[src/hw/rtl/tsfd_pkg.sv]
// ============================================================================
// tsfd_pkg
// Shared constants and types of the tempo-synced stereo feedback delay:
// default sizes, configuration register indexes, reset values and Q1.15
// constants.
// ============================================================================
package tsfd_pkg;

    // Default sizes handed to the top level.
    localparam int DELAY_FRAMES_DEF = 262144;
    localparam int SAMPLE_RATE_DEF  = 48000;
    localparam int SAMPLE_BITS_DEF  = 24;

    // Configuration port.
    localparam int CFG_AW = 2;
    localparam int CFG_DW = 18;

    localparam logic [CFG_AW-1:0] REG_BEATS    = 2'd0;
    localparam logic [CFG_AW-1:0] REG_FEEDBACK = 2'd1;
    localparam logic [CFG_AW-1:0] REG_MIX      = 2'd2;
    localparam logic [CFG_AW-1:0] REG_TEMPO    = 2'd3;

    // Register widths.
    localparam int BEATS_W = 4;
    localparam int GAIN_W  = 16;
    localparam int TEMPO_W = 18;

    // Register reset values.
    localparam logic [BEATS_W-1:0] BEATS_RST    = 4'd4;
    localparam logic [GAIN_W-1:0]  FEEDBACK_RST = 16'd16384;
    localparam logic [GAIN_W-1:0]  MIX_RST      = 16'd16384;
    localparam logic [TEMPO_W-1:0] TEMPO_RST    = 18'd30720;

    // Largest beats exponent honored.
    localparam int                 BEATS_LIMIT   = 8;
    localparam logic [BEATS_W-1:0] BEATS_MAX     = 4'd8;

    // Q1.15 constants.
    localparam logic [GAIN_W-1:0] Q15_ONE  = 16'd32768;
    localparam logic [GAIN_W-1:0] Q15_HALF = 16'd16384;

    // Delay lengths up to this many frames need the write-back interlock.
    localparam int HAZ_SPAN = 2;

    // Output queue.
    localparam int FIFO_DEPTH = 8;
    localparam int FIFO_AW    = 3;
    localparam int FIFO_CW    = 4;
    localparam int OCC_W      = 5;

    // Status of the delay length unit.
    typedef struct packed {
        logic busy;
        logic done;
    } t_len_stat;

endpackage

[src/hw/rtl/tsfd_len.sv]
// ============================================================================
// tsfd_len
// Delay length unit. Divides SAMPLE_RATE*960 by the tempo one quotient bit
// per cycle, shifts the quotient left by the beats exponent, then halves it
// one step per cycle until it fits the frame store.
// ============================================================================
module tsfd_len
    import tsfd_pkg::*;
#(
    parameter int DELAY_FRAMES = DELAY_FRAMES_DEF,
    parameter int SAMPLE_RATE  = SAMPLE_RATE_DEF
) (
    input  logic                             i_clk,
    input  logic                             i_rst_n,
    input  logic                             i_start,
    input  logic [BEATS_W-1:0]               i_beats,
    input  logic [TEMPO_W-1:0]               i_tempo,
    output t_len_stat                        o_stat,
    output logic [$clog2(DELAY_FRAMES+1)-1:0] o_len
);

    // Sixteenth-beat length in frames is SAMPLE_RATE*60*256/16 over tempo.
    localparam int DIVIDEND = SAMPLE_RATE * 960;
    localparam int QW       = $clog2(DIVIDEND + 1);
    localparam int CW       = $clog2(QW);
    localparam int SW       = QW + BEATS_LIMIT;
    localparam int LW       = $clog2(DELAY_FRAMES + 1);

    localparam logic [QW-1:0] K_DIVIDEND = QW'(DIVIDEND);
    localparam logic [SW-1:0] K_FRAMES   = SW'(DELAY_FRAMES);

    localparam logic [1:0] L_IDLE = 2'd0;
    localparam logic [1:0] L_DIV  = 2'd1;
    localparam logic [1:0] L_NORM = 2'd2;

    logic [1:0]         r_state, n_state;
    logic               r_done, n_done;
    logic [CW-1:0]      r_cnt, n_cnt;
    logic [TEMPO_W-1:0] r_div, n_div;
    logic [TEMPO_W-1:0] r_rem, n_rem;
    logic [QW-1:0]      r_quo, n_quo;
    logic [BEATS_W-1:0] r_b, n_b;
    logic [SW-1:0]      r_len_sh, n_len_sh;
    logic [LW-1:0]      r_len, n_len;

    logic [TEMPO_W:0]   w_rem_sh;
    logic               w_ge;
    logic [QW-1:0]      w_quo;

    // One restoring division step.
    always_comb begin
        w_rem_sh = {r_rem, K_DIVIDEND[r_cnt]};
        w_ge     = (w_rem_sh >= {1'b0, r_div});
        w_quo    = {r_quo[QW-2:0], w_ge};
    end

    // Sequencer.
    always_comb begin
        n_state  = r_state;
        n_done   = 1'b0;
        n_cnt    = r_cnt;
        n_div    = r_div;
        n_rem    = r_rem;
        n_quo    = r_quo;
        n_b      = r_b;
        n_len_sh = r_len_sh;
        n_len    = r_len;
        case (r_state)
            L_IDLE: begin
                if (i_start) begin
                    n_div   = (i_tempo == '0) ? TEMPO_W'(1) : i_tempo;
                    n_b     = (i_beats > BEATS_MAX) ? BEATS_MAX : i_beats;
                    n_rem   = '0;
                    n_quo   = '0;
                    n_cnt   = CW'(QW - 1);
                    n_state = L_DIV;
                end
            end
            L_DIV: begin
                n_rem = w_ge ? TEMPO_W'(w_rem_sh - {1'b0, r_div})
                             : w_rem_sh[TEMPO_W-1:0];
                n_quo = w_quo;
                if (r_cnt == '0) begin
                    n_len_sh = SW'(w_quo) << r_b;
                    n_state  = L_NORM;
                end else begin
                    n_cnt = r_cnt - 1'b1;
                end
            end
            L_NORM: begin
                if (r_len_sh > K_FRAMES) begin
                    n_len_sh = r_len_sh >> 1;
                end else begin
                    n_len   = r_len_sh[LW-1:0];
                    n_done  = 1'b1;
                    n_state = L_IDLE;
                end
            end
            default: begin
                n_state = L_IDLE;
            end
        endcase
    end

    // Control state.
    always_ff @(posedge i_clk) begin
        if (!i_rst_n) begin
            r_state <= L_IDLE;
            r_done  <= 1'b0;
        end else begin
            r_state <= n_state;
            r_done  <= n_done;
        end
    end

    // Datapath registers.
    always_ff @(posedge i_clk) begin
        r_cnt    <= n_cnt;
        r_div    <= n_div;
        r_rem    <= n_rem;
        r_quo    <= n_quo;
        r_b      <= n_b;
        r_len_sh <= n_len_sh;
        r_len    <= n_len;
    end

    assign o_stat.busy = (r_state != L_IDLE);
    assign o_stat.done = r_done;
    assign o_len       = r_len;

endmodule

[config.mk]
export PLATFORM = sky130hd
export DESIGN_NAME = tsfd_len
export DESIGN_NICKNAME = d
export VERILOG_FILES = /design/src/hw/rtl/tsfd_pkg.sv /design/src/hw/rtl/tsfd_len.sv
export SDC_FILE = /design/constraint.sdc
export NUM_CORES = 1
export LEC_CHECK = 0
export BUFFER_PORTS_ARGS = -buffer_cell sky130_fd_sc_hd__clkbuf_2
export CAP_MARGIN = 20
export CORE_ASPECT_RATIO = 0.8
export CORE_MARGIN = 5
export CORE_UTILIZATION = 57
export CTS_CLUSTER_DIAMETER = 200
export CTS_CLUSTER_SIZE = 28
export DETAILED_ROUTE_END_ITERATION = 12
export PLACE_DENSITY = 0.76
export SLEW_MARGIN = 20
export SYNTH_ARGS = -nofsm -noshare
export SYNTH_HDL_FRONTEND = slang
export SYNTH_SLANG_ARGS = --single-unit
[constraint.sdc]
create_clock -name i_clk -period 8.6 [get_ports i_clk]
set_clock_uncertainty 0.2 [all_clocks]
set_input_delay 0.86 -clock i_clk [delete_from_list [all_inputs] [get_ports i_clk]]
set_output_delay 0.86 -clock i_clk [all_outputs]
set_load 0.01 [all_outputs]
* Word-level counts from Yosys, hierarchy flattened
Memories as Yosys holds them, arrays and structs flattened. A register that Yosys moved wholly into a read port is not among the register bits.
Index checks and enable logic that the tools add are counted.
** Operators by class
- Add/sub/neg operators :: 2
- Order comparisons :: 4
- Eq/ne operators :: 7
- Shifts and indexed selects :: 1
- Multiplexer cells :: 18
- Bitwise gates (word level) :: 1
- Reductions and logical operators :: 13
** Operator list (number)
- two-way mux 34 bit :: 2
- case mux 34 bit (2 select lines) :: 1
- case mux 25 bit (2 select lines) :: 1
- two-way mux 18 bit :: 2
- case mux 18 bit (2 select lines) :: 1
- greater-than comparator 34 x 19 -> 1 bit, second input constant :: 1
- left shift 26 x 4 -> 34 bit :: 1
- two-way mux 25 bit :: 1
- greater-or-equal comparator 19 x 18 -> 1 bit :: 1
- zero test 18 bit :: 1
- subtractor 18 bit :: 1
- two-way mux 5 bit :: 3
- inequality test 2 bit, second input constant :: 5
- case mux 5 bit (2 select lines) :: 1
- AND reduction 3 bit :: 3
- AND reduction 2 bit :: 4
- < comparator 5 x 6 -> 1 bit, second input constant :: 1
- two-way mux 2 bit :: 3
- case mux 2 bit (3 select lines) :: 1
- nonzero test 2 bit :: 3
- zero test 5 bit :: 1
- subtractor 5 x 1 -> 5 bit, second input constant :: 1
- greater-than comparator 4 bit, second input constant :: 1
- == test 2 x 1 -> 1 bit, second input constant :: 1
- 4 further kinds :: 5
** Storage, ports and cells
- Bits in registers :: 126
- ROM bits :: 32
- Input bits :: 25
- Output and inout bits :: 21
- Logic and storage cells :: 56
- Memories kept :: 1
** Memory list
- (no name shown) :: depth 32, bits a word 1, read ports 1, clocked after memory_dff 1, wr ports 0, line tsfd_len.sv:52 : w_rem_sh = {r_rem, K_DIVIDEND[r_cnt]};

* Longest topological paths before layout
Gate-level depths: netlist of the first run.
- Depth in word-level cells :: 6
- Depth in mapped cells :: 11
- Gate-level depth less buffers :: 11

* Worst setup path after synthesis of the first run
OpenSTA, ideal clock, no wires.
- Path kind :: reg2reg
- Start :: register r_len_sh[15]
- End :: register r_len_sh[0], enable pin
- Setup time :: 525 ps
- Data arrival time :: 2144 ps
- Required time :: 7875 ps
- Setup slack :: 5731 ps
- Stages on the path, launching flop included :: 5
- Path buffers :: 0
- Period minus slack after synthesis :: 2869 ps
- Path through :: edfxtp_1 or4_1 or4_1 a21oi_1 o21ai_1
** Between the ends
- Cells in the longest elaborated chain, start to end :: 3
** Ends and longest elaborated chain
- from (decl) :: line tsfd_len.sv:43 : logic [SW-1:0] r_len_sh, n_len_sh;
- from (signal assigned) :: line tsfd_len.sv:123 : r_len_sh <= n_len_sh;
- greater-than comparator 34 x 19 -> 1 bit :: line tsfd_len.sv:91 : if (r_len_sh > K_FRAMES) begin
- inequality test 2 bit (no line)
- AND reduction 3 bit (no line)
No other way between the ends.
A chain may end at the register's enable or synchronous reset.

* Worst setup path in the final report of the first run
- Start :: register r_rem[7]
- End :: register r_len_sh[11], data pin
** Between the ends
- Cells in the longest elaborated chain, start to end :: 4
** Ends and longest elaborated chain
- from (decl) :: line tsfd_len.sv:40 : logic [TEMPO_W-1:0] r_rem, n_rem;
- from (signal assigned) :: line tsfd_len.sv:120 : r_rem <= n_rem;
- greater-or-equal comparator 19 x 18 -> 1 bit :: line tsfd_len.sv:53 : w_ge = (w_rem_sh >= {1'b0, r_div});
- left shift 26 x 4 -> 34 bit :: line tsfd_len.sv:84 : n_len_sh = SW'(w_quo) << r_b;
- two-way mux 34 bit :: line tsfd_len.sv:83 : if (r_cnt == '0) begin
- case mux 34 bit (2 select lines) :: line tsfd_len.sv:68 : case (r_state)
- net n_len_sh[11] :: line tsfd_len.sv:43
The timed path passes the listed nets, and every way through them passes these cells. The select of a mux whose other input is x is not followed.

==> results.sh, run 1 <==
export IMPL_finalSetupTns_ps=0
export IMPL_synthesis_nets=705
export IMPL_netlist_instances=659
export IMPL_max_cap_violations=0
export IMPL_post_synth_main_area_contributors="sky130_fd_sc_hd__edfxtp_1, sky130_fd_sc_hd__mux2i_1, sky130_fd_sc_hd__a21oi_1, sky130_fd_sc_hd__ha_1, sky130_fd_sc_hd__nor2_1"
export IMPL_clk_root_buffer_cell="sky130_fd_sc_hd__clkbuf_16"
export IMPL_num_antenna_cells=0
export IMPL_dp_final_hpwl_mm=10.9
export IMPL_cts_repair_resize_count=0
export IMPL_period_share_pct=39.6
export IMPL_antenna_found_initial=0
export IMPL_power_per_cell_area_nw_per_um2=231
export IMPL_worst_path_arrival_ps=3360
export IMPL_clock_sinks=127
export IMPL_pwr_share_comb_pct=19.7
export IMPL_grt_first_pass_wirelength_mm=24.8
export IMPL_route_detailed_wl_per_inst_um=18.1
export IMPL_drt_met1_wl_mm=7.53
export IMPL_clkTransAtPathRegs_ps=50
export IMPL_final_setup_viol_count=0
export IMPL_grt_usage_pct=21.9
export IMPL_final_max_slew_violation_count=0
export IMPL_buffer_ports_inserted=45
export IMPL_hold_path_class="reg -> reg"
export IMPL_totalWireLength_mm=15.3
export IMPL_run_status="finished, final reports clean"
export IMPL_worstHoldStart="r_len_sh[0]$_DFFE_PP_"
export IMPL_vias=5133
export IMPL_max_clock_path_buffers=2
export IMPL_wl_met3_mm=1.38
export IMPL_power_switching_share_pct=27.1
export IMPL_netlist_top_cell_by_area="sky130_fd_sc_hd__edfxtp_1"
export IMPL_max_slew_margin_rel_pct=34.1
export IMPL_detailedRoute_firstPassIterationCount=5
export IMPL_maximum_number_of_pins_on_one_net_before_global_route_repair=44
export IMPL_p_seq_share_pct=41.4
export IMPL_placed_area_um2=7330
export IMPL_final_cells=844
export IMPL_drtIter0Drc=570
export IMPL_detailroute_wirelength_met2_mm=6.18
export IMPL_hold_path_depth=0
export IMPL_post_route_drc_count=0
export IMPL_hold_path_endpoint="o_len[0]$_DFFE_PP_"
export IMPL_timing_reg2reg_setup_slack_ps=5190
export IMPL_number_of_global_route_vias_before_repair=4816
export IMPL_yosys_warning_total=0
export IMPL_fill_cells=924
export IMPL_final_area_um2=7960
export IMPL_fmax_ghz=0.293
export IMPL_clock_share_of_power_pct=38.9
export IMPL_clock_latency_of_the_later_clocked_register_in_the_worst_skew_pair_ps=420
export IMPL_reg2reg_from="r_rem[7]$_SDFFCE_PN0P_"
export IMPL_route_antenna_remaining_nets=0
export IMPL_layout_common_cells="sky130_fd_sc_hd__edfxtp_1, sky130_fd_sc_hd__nor2_1, sky130_fd_sc_hd__nand2_1, sky130_fd_sc_hd__a21oi_1, sky130_fd_sc_hd__clkbuf_2"
export IMPL_postCtsSetupBuffers=0
export IMPL_peak_supply_drop_uv=165
export IMPL_hold_viol_final=0
export IMPL_floorplan_die_height_um=110
export IMPL_crit_reg2reg_capture="r_len_sh[11]$_DFFE_PP_"
export IMPL_route_detailed_vias_per_inst=6.08
export IMPL_synth_avg_cell_area_um2=10.7
export IMPL_postSynth_topFlopCell="sky130_fd_sc_hd__edfxtp_1"
export IMPL_setup_worst_path_class="reg -> reg"
export IMPL_core_area_um2=12200
export IMPL_critical_path_required_ps=8550
export IMPL_rsz0062_at_grt="false"
export IMPL_multi_input_comb_area_um2=2970
export IMPL_crit_path_max_fanout=14
export IMPL_synth_edff_count=123
export IMPL_synth_top_area_share_pct=52.3
export IMPL_postSynth_asyncResetShare_pct=0
export IMPL_top_layer_used="met4"
export IMPL_top_level_ports=46
export IMPL_die_width_um=134
export IMPL_num_nets_final=725
export IMPL_critical_path_endpoint_type="flip-flop"
export IMPL_synth_area_um2=7060
export IMPL_tritoncts_clock_tree="yes"
export IMPL_yosys_cell_types_count=57
export IMPL_gp_routability_congestion=0.921
export IMPL_post_route_cells_drive_above_1_share_pct=15.0
export IMPL_cts_made_buffers=17
export IMPL_total_leakage_power_nw=3.23
export IMPL_floorplan_die_area_um2=14700
export IMPL_hold_fix_buffers_at_cts=0
export IMPL_finish_utilization_pct=65.4
export IMPL_mostFrequentLayoutCell="sky130_fd_sc_hd__edfxtp_1"
export IMPL_ys_ff_latch=127
export IMPL_numPlacedInstances=811
export IMPL_placement_rows=36
export IMPL_initial_core_util_pct=58.1
export IMPL_area_delta_synth_final_pct=12.7
export IMPL_cts_htree_levels=4
export IMPL_setup_crit_start_kind="flip-flop"
export IMPL_worst_slew_pin_transition_ps=987
export IMPL_power_switching_mw=0.497
export IMPL_cellInternalPower_mw=1.34
export IMPL_grt_overflow_total=0
export IMPL_holdWs_ps=269
export IMPL_r2r_worst_path_cells=9
export IMPL_seq_area_frac_synth_pct=53.4
export IMPL_ff_latch_area_um2=3770
export IMPL_post_route_min_period_ps=3410
area by class of cell:
class | instances | share of cell area, %
tap | 152 | 2.39
clock buffer | 25 | 6.35
multi-input combinational | 447 | 37.3
clock inverter | 7 | 1.07
sequential | 127 | 47.4
inverter | 32 | 1.51
timing repair buffer | 54 | 3.93
per-layer routing:
layer / global-route usage (%) / vias to the layer above
li1: - / 2452
met1: 34.1 / 2439
met2: 28.9 / 221
met3: 6.54 / 21
met4: 7.63 / 0
met5: 0 / -
worst max-delay path, cell delays in order (launching register included):
cell and delay [ps]:
sky130_fd_sc_hd__edfxtp_1 390, sky130_fd_sc_hd__ha_1 400, sky130_fd_sc_hd__a21oi_2 200, sky130_fd_sc_hd__nor2b_4 170, sky130_fd_sc_hd__o211ai_1 120, sky130_fd_sc_hd__a21bo_1 250
sky130_fd_sc_hd__a21o_1 420, sky130_fd_sc_hd__mux4_2 610, sky130_fd_sc_hd__a31oi_1 270, sky130_fd_sc_hd__a21oi_1 110
cells in the mapped netlist (5+ instances only):
master and n:
sky130_fd_sc_hd__buf_2 6, sky130_fd_sc_hd__mux2_2 7, sky130_fd_sc_hd__a211oi_1 6, sky130_fd_sc_hd__a21o_1 11, sky130_fd_sc_hd__and2_1 27, sky130_fd_sc_hd__o21ai_0 31, sky130_fd_sc_hd__nand3_1 10, sky130_fd_sc_hd__ha_1 20
sky130_fd_sc_hd__nor2_1 59, sky130_fd_sc_hd__xor2_1 6, sky130_fd_sc_hd__nor4_1 11, sky130_fd_sc_hd__nand2_1 57, sky130_fd_sc_hd__o31ai_1 8, sky130_fd_sc_hd__nor2b_1 12, sky130_fd_sc_hd__a22o_1 7, sky130_fd_sc_hd__inv_1 31
sky130_fd_sc_hd__nand4_1 5, sky130_fd_sc_hd__edfxtp_1 123, sky130_fd_sc_hd__a21oi_1 52, sky130_fd_sc_hd__clkbuf_1 42, sky130_fd_sc_hd__mux4_2 6, sky130_fd_sc_hd__mux2i_1 40, sky130_fd_sc_hd__nor3_1 10, sky130_fd_sc_hd__xnor2_1 6
sky130_fd_sc_hd__and3_1 7
worst max path at each step:
stage,depth (start not counted),slack [ps],from,to
after floorplan,4,5730,r_len_sh[15]$_DFFE_PP_,r_len_sh[0]$_DFFE_PP_
after global placement,9,5190,r_rem[7]$_SDFFCE_PN0P_,r_len_sh[13]$_DFFE_PP_
after detailed placement,9,5090,r_rem[7]$_SDFFCE_PN0P_,r_len_sh[13]$_DFFE_PP_
after CTS,9,5050,r_rem[7]$_SDFFCE_PN0P_,r_len_sh[13]$_DFFE_PP_
after global routing,9,4920,r_rem[12]$_SDFFCE_PN0P_,r_len_sh[15]$_DFFE_PP_
final,9,5190,r_rem[7]$_SDFFCE_PN0P_,r_len_sh[11]$_DFFE_PP_
per-stage QoR:
| step | worst slack [ps] | total power [mW] |
|---|---|---|
| final | 5190 | 1.83 |
| after global routing | 4920 | 1.91 |
| after CTS | 5050 | 1.83 |
| after detailed placement | 5090 | 1.12 |
| after global placement | 5190 | 1.11 |
| after floorplan | 5730 | 1.04 |
power groups by stage:
stage	registers, mW	clock network (mW)	logic [mW]
finish	0.760	0.713	0.361
global route	0.764	0.747	0.399
CTS	0.761	0.716	0.349
detailed placement	0.773	0	0.344
global placement	0.770	0	0.336
floorplan	0.761	0	0.275
kinds of logic after synthesis:
group                      synth area share [%]
and+or+nand+nor                            14.6
adders and majority gates                  3.83
buffers and inverters                      4.68
AOI/OAI and AO/OA                          13.2
muxes                                      8.70
xor gates and xnor gates                   1.49
DFF                                        53.4
registers in the layout (all words and copies together), names as in the netlist, 2 cells and up:
name	cells
r_div	18
r_quo	25
r_cnt	5
r_b	4
r_rem	18
o_len	19
r_len_sh	34
r_state	2
Power figures use the tool's default switching activity.
==> run 2, diff against run 1 <==
- CORE_UTILIZATION: 57 -> 55
- clock period: 8.6 -> 2.86 ns (I/O delays scaled with it)
==> run 2 against run 1 <==
  * Combinational power rose to 3.5 times the previous value
  * Final area up 7.5%
  * Via count up 2.9%
  * Largest cell class unchanged
  * Sequential cell count unchanged
  * Die area up 3.3%
  * Critical path type unchanged
  * Clock power rose to 3.1 times the previous value
  * Hold slack worse by 15 ps
  * Utilization up 1.8 points
  * Clock-buffer cell count down 7
  * Wire length up 2.2%
  * Power rose to 3.1 times the previous value
==> results.sh, run 2 (same netlist as run 1, synthesis figures left out) <==
export IMPL_worst_slew_pin_transition_ps=920
export IMPL_max_clock_path_buffers=2
export IMPL_floorplan_die_area_um2=15200
export IMPL_mostFrequentLayoutCell="sky130_fd_sc_hd__edfxtp_1"
export IMPL_tritoncts_clock_tree="yes"
export IMPL_dp_final_hpwl_mm=10.9
export IMPL_ff_latch_area_um2=3770
export IMPL_area_delta_synth_final_pct=21.2
export IMPL_finalSetupTns_ps=0
export IMPL_critical_path_required_ps=2820
export IMPL_power_per_cell_area_nw_per_um2=670
export IMPL_clock_latency_of_the_later_clocked_register_in_the_worst_skew_pair_ps=430
export IMPL_total_leakage_power_nw=3.47
export IMPL_post_place_ws_ps=-65.7
export IMPL_hold_path_class="reg -> reg"
export IMPL_final_cells=920
export IMPL_num_antenna_cells=0
export IMPL_timing_critical_path_mode_cell="sky130_fd_sc_hd__a21o_1"
export IMPL_grt_overflow_total=0
export IMPL_finish_utilization_pct=67.2
export IMPL_crit_chain="ha_1 -> a21o_1 -> nor2b_4 -> o211ai_1 -> a21bo_2 -> a21o_1 -> mux4_2 -> a31oi_1 -> a21oi_1"
export IMPL_final_area_um2=8550
export IMPL_post_route_min_period_ps=2850
export IMPL_maximum_number_of_pins_on_one_net_before_global_route_repair=44
export IMPL_max_slew_margin_rel_pct=38.7
export IMPL_cts_htree_levels=4
export IMPL_max_cap_violations=0
export IMPL_detailedRoute_firstPassIterationCount=6
export IMPL_multi_input_comb_area_um2=3030
export IMPL_layout_common_cells="sky130_fd_sc_hd__edfxtp_1, sky130_fd_sc_hd__nor2_1, sky130_fd_sc_hd__nand2_1, sky130_fd_sc_hd__a21oi_1, sky130_fd_sc_hd__clkbuf_2"
export IMPL_critical_path_max_stage_delay_ps=500
export IMPL_cts_made_buffers=17
export IMPL_final_max_slew_violation_count=0
export IMPL_rsz0062_at_grt="true"
export IMPL_critical_path_endpoint_type="flip-flop"
export IMPL_numPlacedInstances=858
export IMPL_run_status="finished, final reports clean"
export IMPL_placement_rows=37
export IMPL_route_antenna_remaining_nets=0
export IMPL_initial_core_util_pct=55.5
export IMPL_floorplan_die_height_um=111
export IMPL_slowest_stage="sky130_fd_sc_hd__mux4_2"
export IMPL_top_register="r_len_sh"
export IMPL_period_share_pct=99.7
export IMPL_buffer_ports_inserted=45
export IMPL_post_route_cells_drive_above_1_share_pct=19.9
export IMPL_largest_reg_flops=34
export IMPL_final_setup_viol_count=0
export IMPL_worst_path_arrival_ps=2810
export IMPL_clkTransAtPathRegs_ps=60
export IMPL_fill_cells=963
export IMPL_fmax_ghz=0.351
export IMPL_route_detailed_wl_per_inst_um=17.0
export IMPL_critical_path_top_delay_family="compound AO/OA/AOI/OAI gates"
export IMPL_critPathBufInv=0
export IMPL_antenna_found_initial=0
export IMPL_num_nets_final=778
export IMPL_placed_area_um2=7600
export IMPL_setup_crit_start_kind="flip-flop"
export IMPL_vias=5283
export IMPL_setup_worst_path_class="reg -> reg"
export IMPL_clock_sinks=127
export IMPL_crit_path_max_fanout=3
export IMPL_grt_first_pass_wirelength_mm=25.5
export IMPL_totalWireLength_mm=15.7
export IMPL_final_setup_worst_slack_ps=8.18
export IMPL_core_area_um2=12700
export IMPL_peak_supply_drop_uv=563
export IMPL_number_of_global_route_vias_before_repair=5045
export IMPL_gp_routability_congestion=0.946
export IMPL_hold_viol_final=0
export IMPL_route_detailed_vias_per_inst=5.74
export IMPL_die_width_um=137
export IMPL_post_route_drc_count=0
export IMPL_top_level_ports=46
export IMPL_clk_root_buffer_cell="sky130_fd_sc_hd__clkbuf_16"
export IMPL_drtIter0Drc=456
export IMPL_grt_usage_pct=21.5
run 2: final cells by class:
class / count / share of cell area (%)
Clock buffer: 18 / 5.02
Clock inverter: 14 / 1.93
Inverter: 32 / 1.40
Multi-Input combinational cell: 447 / 35.5
Sequential cell: 127 / 44.1
Tap cell: 175 / 2.56
Timing Repair Buffer: 107 / 9.51
run 2: repair_timing:
| action | in CTS | in global routing |
|---|---|---|
| cloned | 0 | 0 |
| gates resized for setup | 8 | 7 |
| pin swaps | 0 | 13 |
| setup endpoints to repair | 4 | 16 |
| buffers inserted | 1 | 6 |
| hold buffers | 24 | 0 |
| endpoints found under the hold margin | 25 | 0 |
run 2: stage by stage:
step	hold WS, ps	total power, mW
floorplan	208	3.12
global placement	240	3.45
detailed placement	244	3.47
CTS	257	5.70
global route	299	5.98
finish	254	5.73
run 2: metal layers:
| layer | global-route usage, % | part of all wire (%) | up-vias |
|---|---|---|---|
| li1 | - | - | 2556 |
| met1 | 32.3 | 49 | 2527 |
| met2 | 31.4 | 44 | 183 |
| met3 | 5.33 | 6.1 | 17 |
| met4 | 6.04 | 1.1 | 0 |
| met5 | 0 | 0 | - |
run 2: final timing paths:
check | startpoint | to | slack, ps | cells past startpoint
worst min-delay path | r_len_sh[0]$_DFFE_PP_ | o_len[0]$_DFFE_PP_ | 250 | 0
worst min register to register | r_len_sh[0]$_DFFE_PP_ | o_len[0]$_DFFE_PP_ | 250 | 0
worst max register to register | r_rem[5]$_SDFFCE_PN0P_ | r_len_sh[11]$_DFFE_PP_ | 8 | 9
worst max-delay path | r_rem[5]$_SDFFCE_PN0P_ | r_len_sh[11]$_DFFE_PP_ | 8 | 9
run 2: worst reg2reg max path: cells and delay by family, from the launching register on:
family	cells	cell delay (ps)
DFF	1	390
muxes	1	500
and+or+nand+nor	1	130
adders and majority gates	1	310
AOI/OAI and AO/OA	6	1050
run 2: where the power goes:
part           total [mW]  switching (mW)  internal (mW)
sequential           2.29          0.0903           2.20
combinational        1.25           0.693          0.561
clock                2.18           0.816           1.37
==> run 3, diff against run 2 <==
- CORE_UTILIZATION: 55 -> 51
- PLACE_DENSITY: 0.76 -> 0.72
==> run 3 against run 2 <==
  * The flow now finishes with violations (setup timing)
  * Clock-buffer cell count shrank 1
  * Sequential cell count is the same
  * Via count grew 0.74%
  * Die area grew 7.2%
  * Fmax shrank 1.1%
  * Sequential share of layout area shrank 0.42 points
  * Final area grew 0.95%
  * Global-route usage shrank 1.3 points
  * Non-clock buffer count grew 5
  * First-iteration DRC count grew 5.0%
  * Combinational power grew 6%
  * Power shrank 2.4%
  * Largest cell class unchanged
  * Highest routed layer unchanged
==> results.sh, run 3 (same netlist as run 1, synthesis figures left out) <==
export IMPL_clock_sinks=127
export IMPL_fmax_ghz=0.347
export IMPL_number_of_global_route_vias_before_repair=5200
export IMPL_clk_root_buffer_cell="sky130_fd_sc_hd__clkbuf_16"
export IMPL_die_width_um=142
export IMPL_tritoncts_clock_tree="yes"
export IMPL_reg2reg_from="r_rem[15]$_SDFFCE_PN0P_"
export IMPL_mostFrequentLayoutCell="sky130_fd_sc_hd__edfxtp_1"
export IMPL_worst_path_arrival_ps=2850
export IMPL_detailedRoute_firstPassIterationCount=5
export IMPL_core_area_um2=13600
export IMPL_antenna_found_initial=0
export IMPL_max_cap_violations=0
export IMPL_final_cells=930
export IMPL_critical_path_endpoint_type="flip-flop"
export IMPL_crit_path_max_fanout=3
export IMPL_final_max_slew_violation_count=0
export IMPL_max_clock_path_buffers=2
export IMPL_grt_first_pass_wirelength_mm=26.0
export IMPL_drtIter0Drc=479
export IMPL_gp_routability_congestion=0.900
export IMPL_ff_latch_area_um2=3770
export IMPL_max_slew_margin_rel_pct=34.7
export IMPL_layout_common_cells="sky130_fd_sc_hd__edfxtp_1, sky130_fd_sc_hd__nor2_1, sky130_fd_sc_hd__nand2_1, sky130_fd_sc_hd__a21oi_1, sky130_fd_sc_hd__clkbuf_2"
export IMPL_post_place_ws_ps=-56.2
export IMPL_maximum_number_of_pins_on_one_net_before_global_route_repair=44
export IMPL_buffer_ports_inserted=45
export IMPL_hold_path_class="reg -> reg"
export IMPL_floorplan_die_height_um=115
export IMPL_hold_viol_final=0
export IMPL_totalWireLength_mm=15.9
export IMPL_failed_checks="setup timing"
export IMPL_setup_worst_path_end="r_len_sh[11]$_DFFE_PP_"
export IMPL_route_detailed_vias_per_inst=5.72
export IMPL_route_antenna_remaining_nets=0
export IMPL_power_per_cell_area_nw_per_um2=647
export IMPL_largest_reg_flops=34
export IMPL_top_register="r_len_sh"
export IMPL_finish_utilization_pct=63.7
export IMPL_r2r_worst_path_cells=9
export IMPL_fill_cells=1028
export IMPL_run_status="finished, violations left"
export IMPL_route_detailed_wl_per_inst_um=17.1
export IMPL_crit_reg2reg_capture="r_len_sh[11]$_DFFE_PP_"
export IMPL_setup_worst_path_class="reg -> reg"
export IMPL_clkTransAtPathRegs_ps=60
export IMPL_initial_core_util_pct=52.1
export IMPL_top_level_ports=46
export IMPL_critPathLaunch="r_rem[15]$_SDFFCE_PN0P_"
export IMPL_peak_supply_drop_uv=433
export IMPL_period_share_pct=101
export IMPL_grt_overflow_total=0
export IMPL_numPlacedInstances=867
export IMPL_timing_reg2reg_setup_slack_ps=-20
export IMPL_num_antenna_cells=0
export IMPL_setup_crit_start_kind="flip-flop"
export IMPL_multi_input_comb_area_um2=3130
export IMPL_post_route_drc_count=0
export IMPL_cts_htree_levels=4
export IMPL_clock_latency_of_the_later_clocked_register_in_the_worst_skew_pair_ps=420
export IMPL_total_leakage_power_nw=3.49
export IMPL_grt_usage_pct=20.2
export IMPL_dp_final_hpwl_mm=11.0
export IMPL_rsz0062_at_grt="true"
export IMPL_post_route_cells_drive_above_1_share_pct=22.4
export IMPL_post_route_min_period_ps=2880
export IMPL_critical_path_required_ps=2830
export IMPL_placement_rows=38
export IMPL_cts_made_buffers=17
export IMPL_num_nets_final=783
export IMPL_area_delta_synth_final_pct=22.3
export IMPL_final_setup_worst_slack_ps=-24.3
export IMPL_final_setup_viol_count=1
export IMPL_vias=5322
export IMPL_worst_slew_pin_transition_ps=969
export IMPL_floorplan_die_area_um2=16300
[run 3: cell types whose count changed in the layout (fill, tap and decap cells not counted), sizes merged]
cell,previous run,this run
inv,33,32
clkinv,7,11
clkbuf,63,62
buf,38,43
bufinv,3,1
[run 3: critical path, stage by stage (launching register included)]
cell,delay [ps]
sky130_fd_sc_hd__edfxtp_1,400
sky130_fd_sc_hd__ha_1,310
sky130_fd_sc_hd__a21o_1,180
sky130_fd_sc_hd__a211o_1,320
sky130_fd_sc_hd__a21oi_2,120
sky130_fd_sc_hd__o41ai_2,100
sky130_fd_sc_hd__a21o_1,180
sky130_fd_sc_hd__mux4_2,530
sky130_fd_sc_hd__a31oi_1,210
sky130_fd_sc_hd__a21oi_1,90
[run 3: stage by stage]
step | instance area (um^2) | TNS [ps] | power [mW] | hold slack [ps]
after floorplan | 7060 | 0 | 3.12 | 208
after global placement | 7630 | 0 | 3.44 | 250
after detailed placement | 7630 | -112 | 3.47 | 246
after CTS | 8450 | 0 | 5.51 | 261
after global routing | 8640 | -884 | 5.86 | 275
final | 8640 | -24.3 | 5.59 | 263
[run 3: final cells by class]
cell class	instances	area share (%)
flip-flops and latches	127	43.7
repair buffers	112	9.75
clock inverters	15	1.42
inverters	32	1.39
clock buffers	17	4.93
well taps	180	2.61
multi-input cells	447	36.2
[run 3: what timing repair did]
action,CTS,global route
hold endpoints to repair,25,0
pin swaps,6,13
endpoints found under the setup margin,7,31
hold buffers,24,0
buffers inserted,1,6
gates resized for setup,5,31
[run 3: worst min path at each step]
stage / startpoint / to / slack, ps / cells past startpoint
floorplan: i_rst_n / r_state[0]$_SDFFE_PN0P_ / 210 / 1
global placement: r_len_sh[0]$_DFFE_PP_ / o_len[0]$_DFFE_PP_ / 250 / 0
detailed placement: r_len_sh[0]$_DFFE_PP_ / o_len[0]$_DFFE_PP_ / 250 / 0
CTS: r_len_sh[0]$_DFFE_PP_ / o_len[0]$_DFFE_PP_ / 260 / 0
global route: r_len_sh[0]$_DFFE_PP_ / o_len[0]$_DFFE_PP_ / 270 / 0
finish: r_len_sh[0]$_DFFE_PP_ / o_len[0]$_DFFE_PP_ / 260 / 0
[run 3: metal layers]
metal  part of all wire (%)  track usage [%]  vias to the layer above  wire length, um
met2                     44             29.9                      213             7010
met4                    1.2             7.99                        0              191
met3                    7.1             5.28                       17             1130
met5                      0                0                        -                0
met1                     48             28.7                     2528             7580
li1                       -                -                     2564                -
[run 3: power by group]
group	leakage, nW	total [mW]	internal [mW]	switching (mW)
clock network	0.262	1.98	1.18	0.793
registers	1.21	2.29	2.20	0.0910
logic	2.02	1.32	0.582	0.737
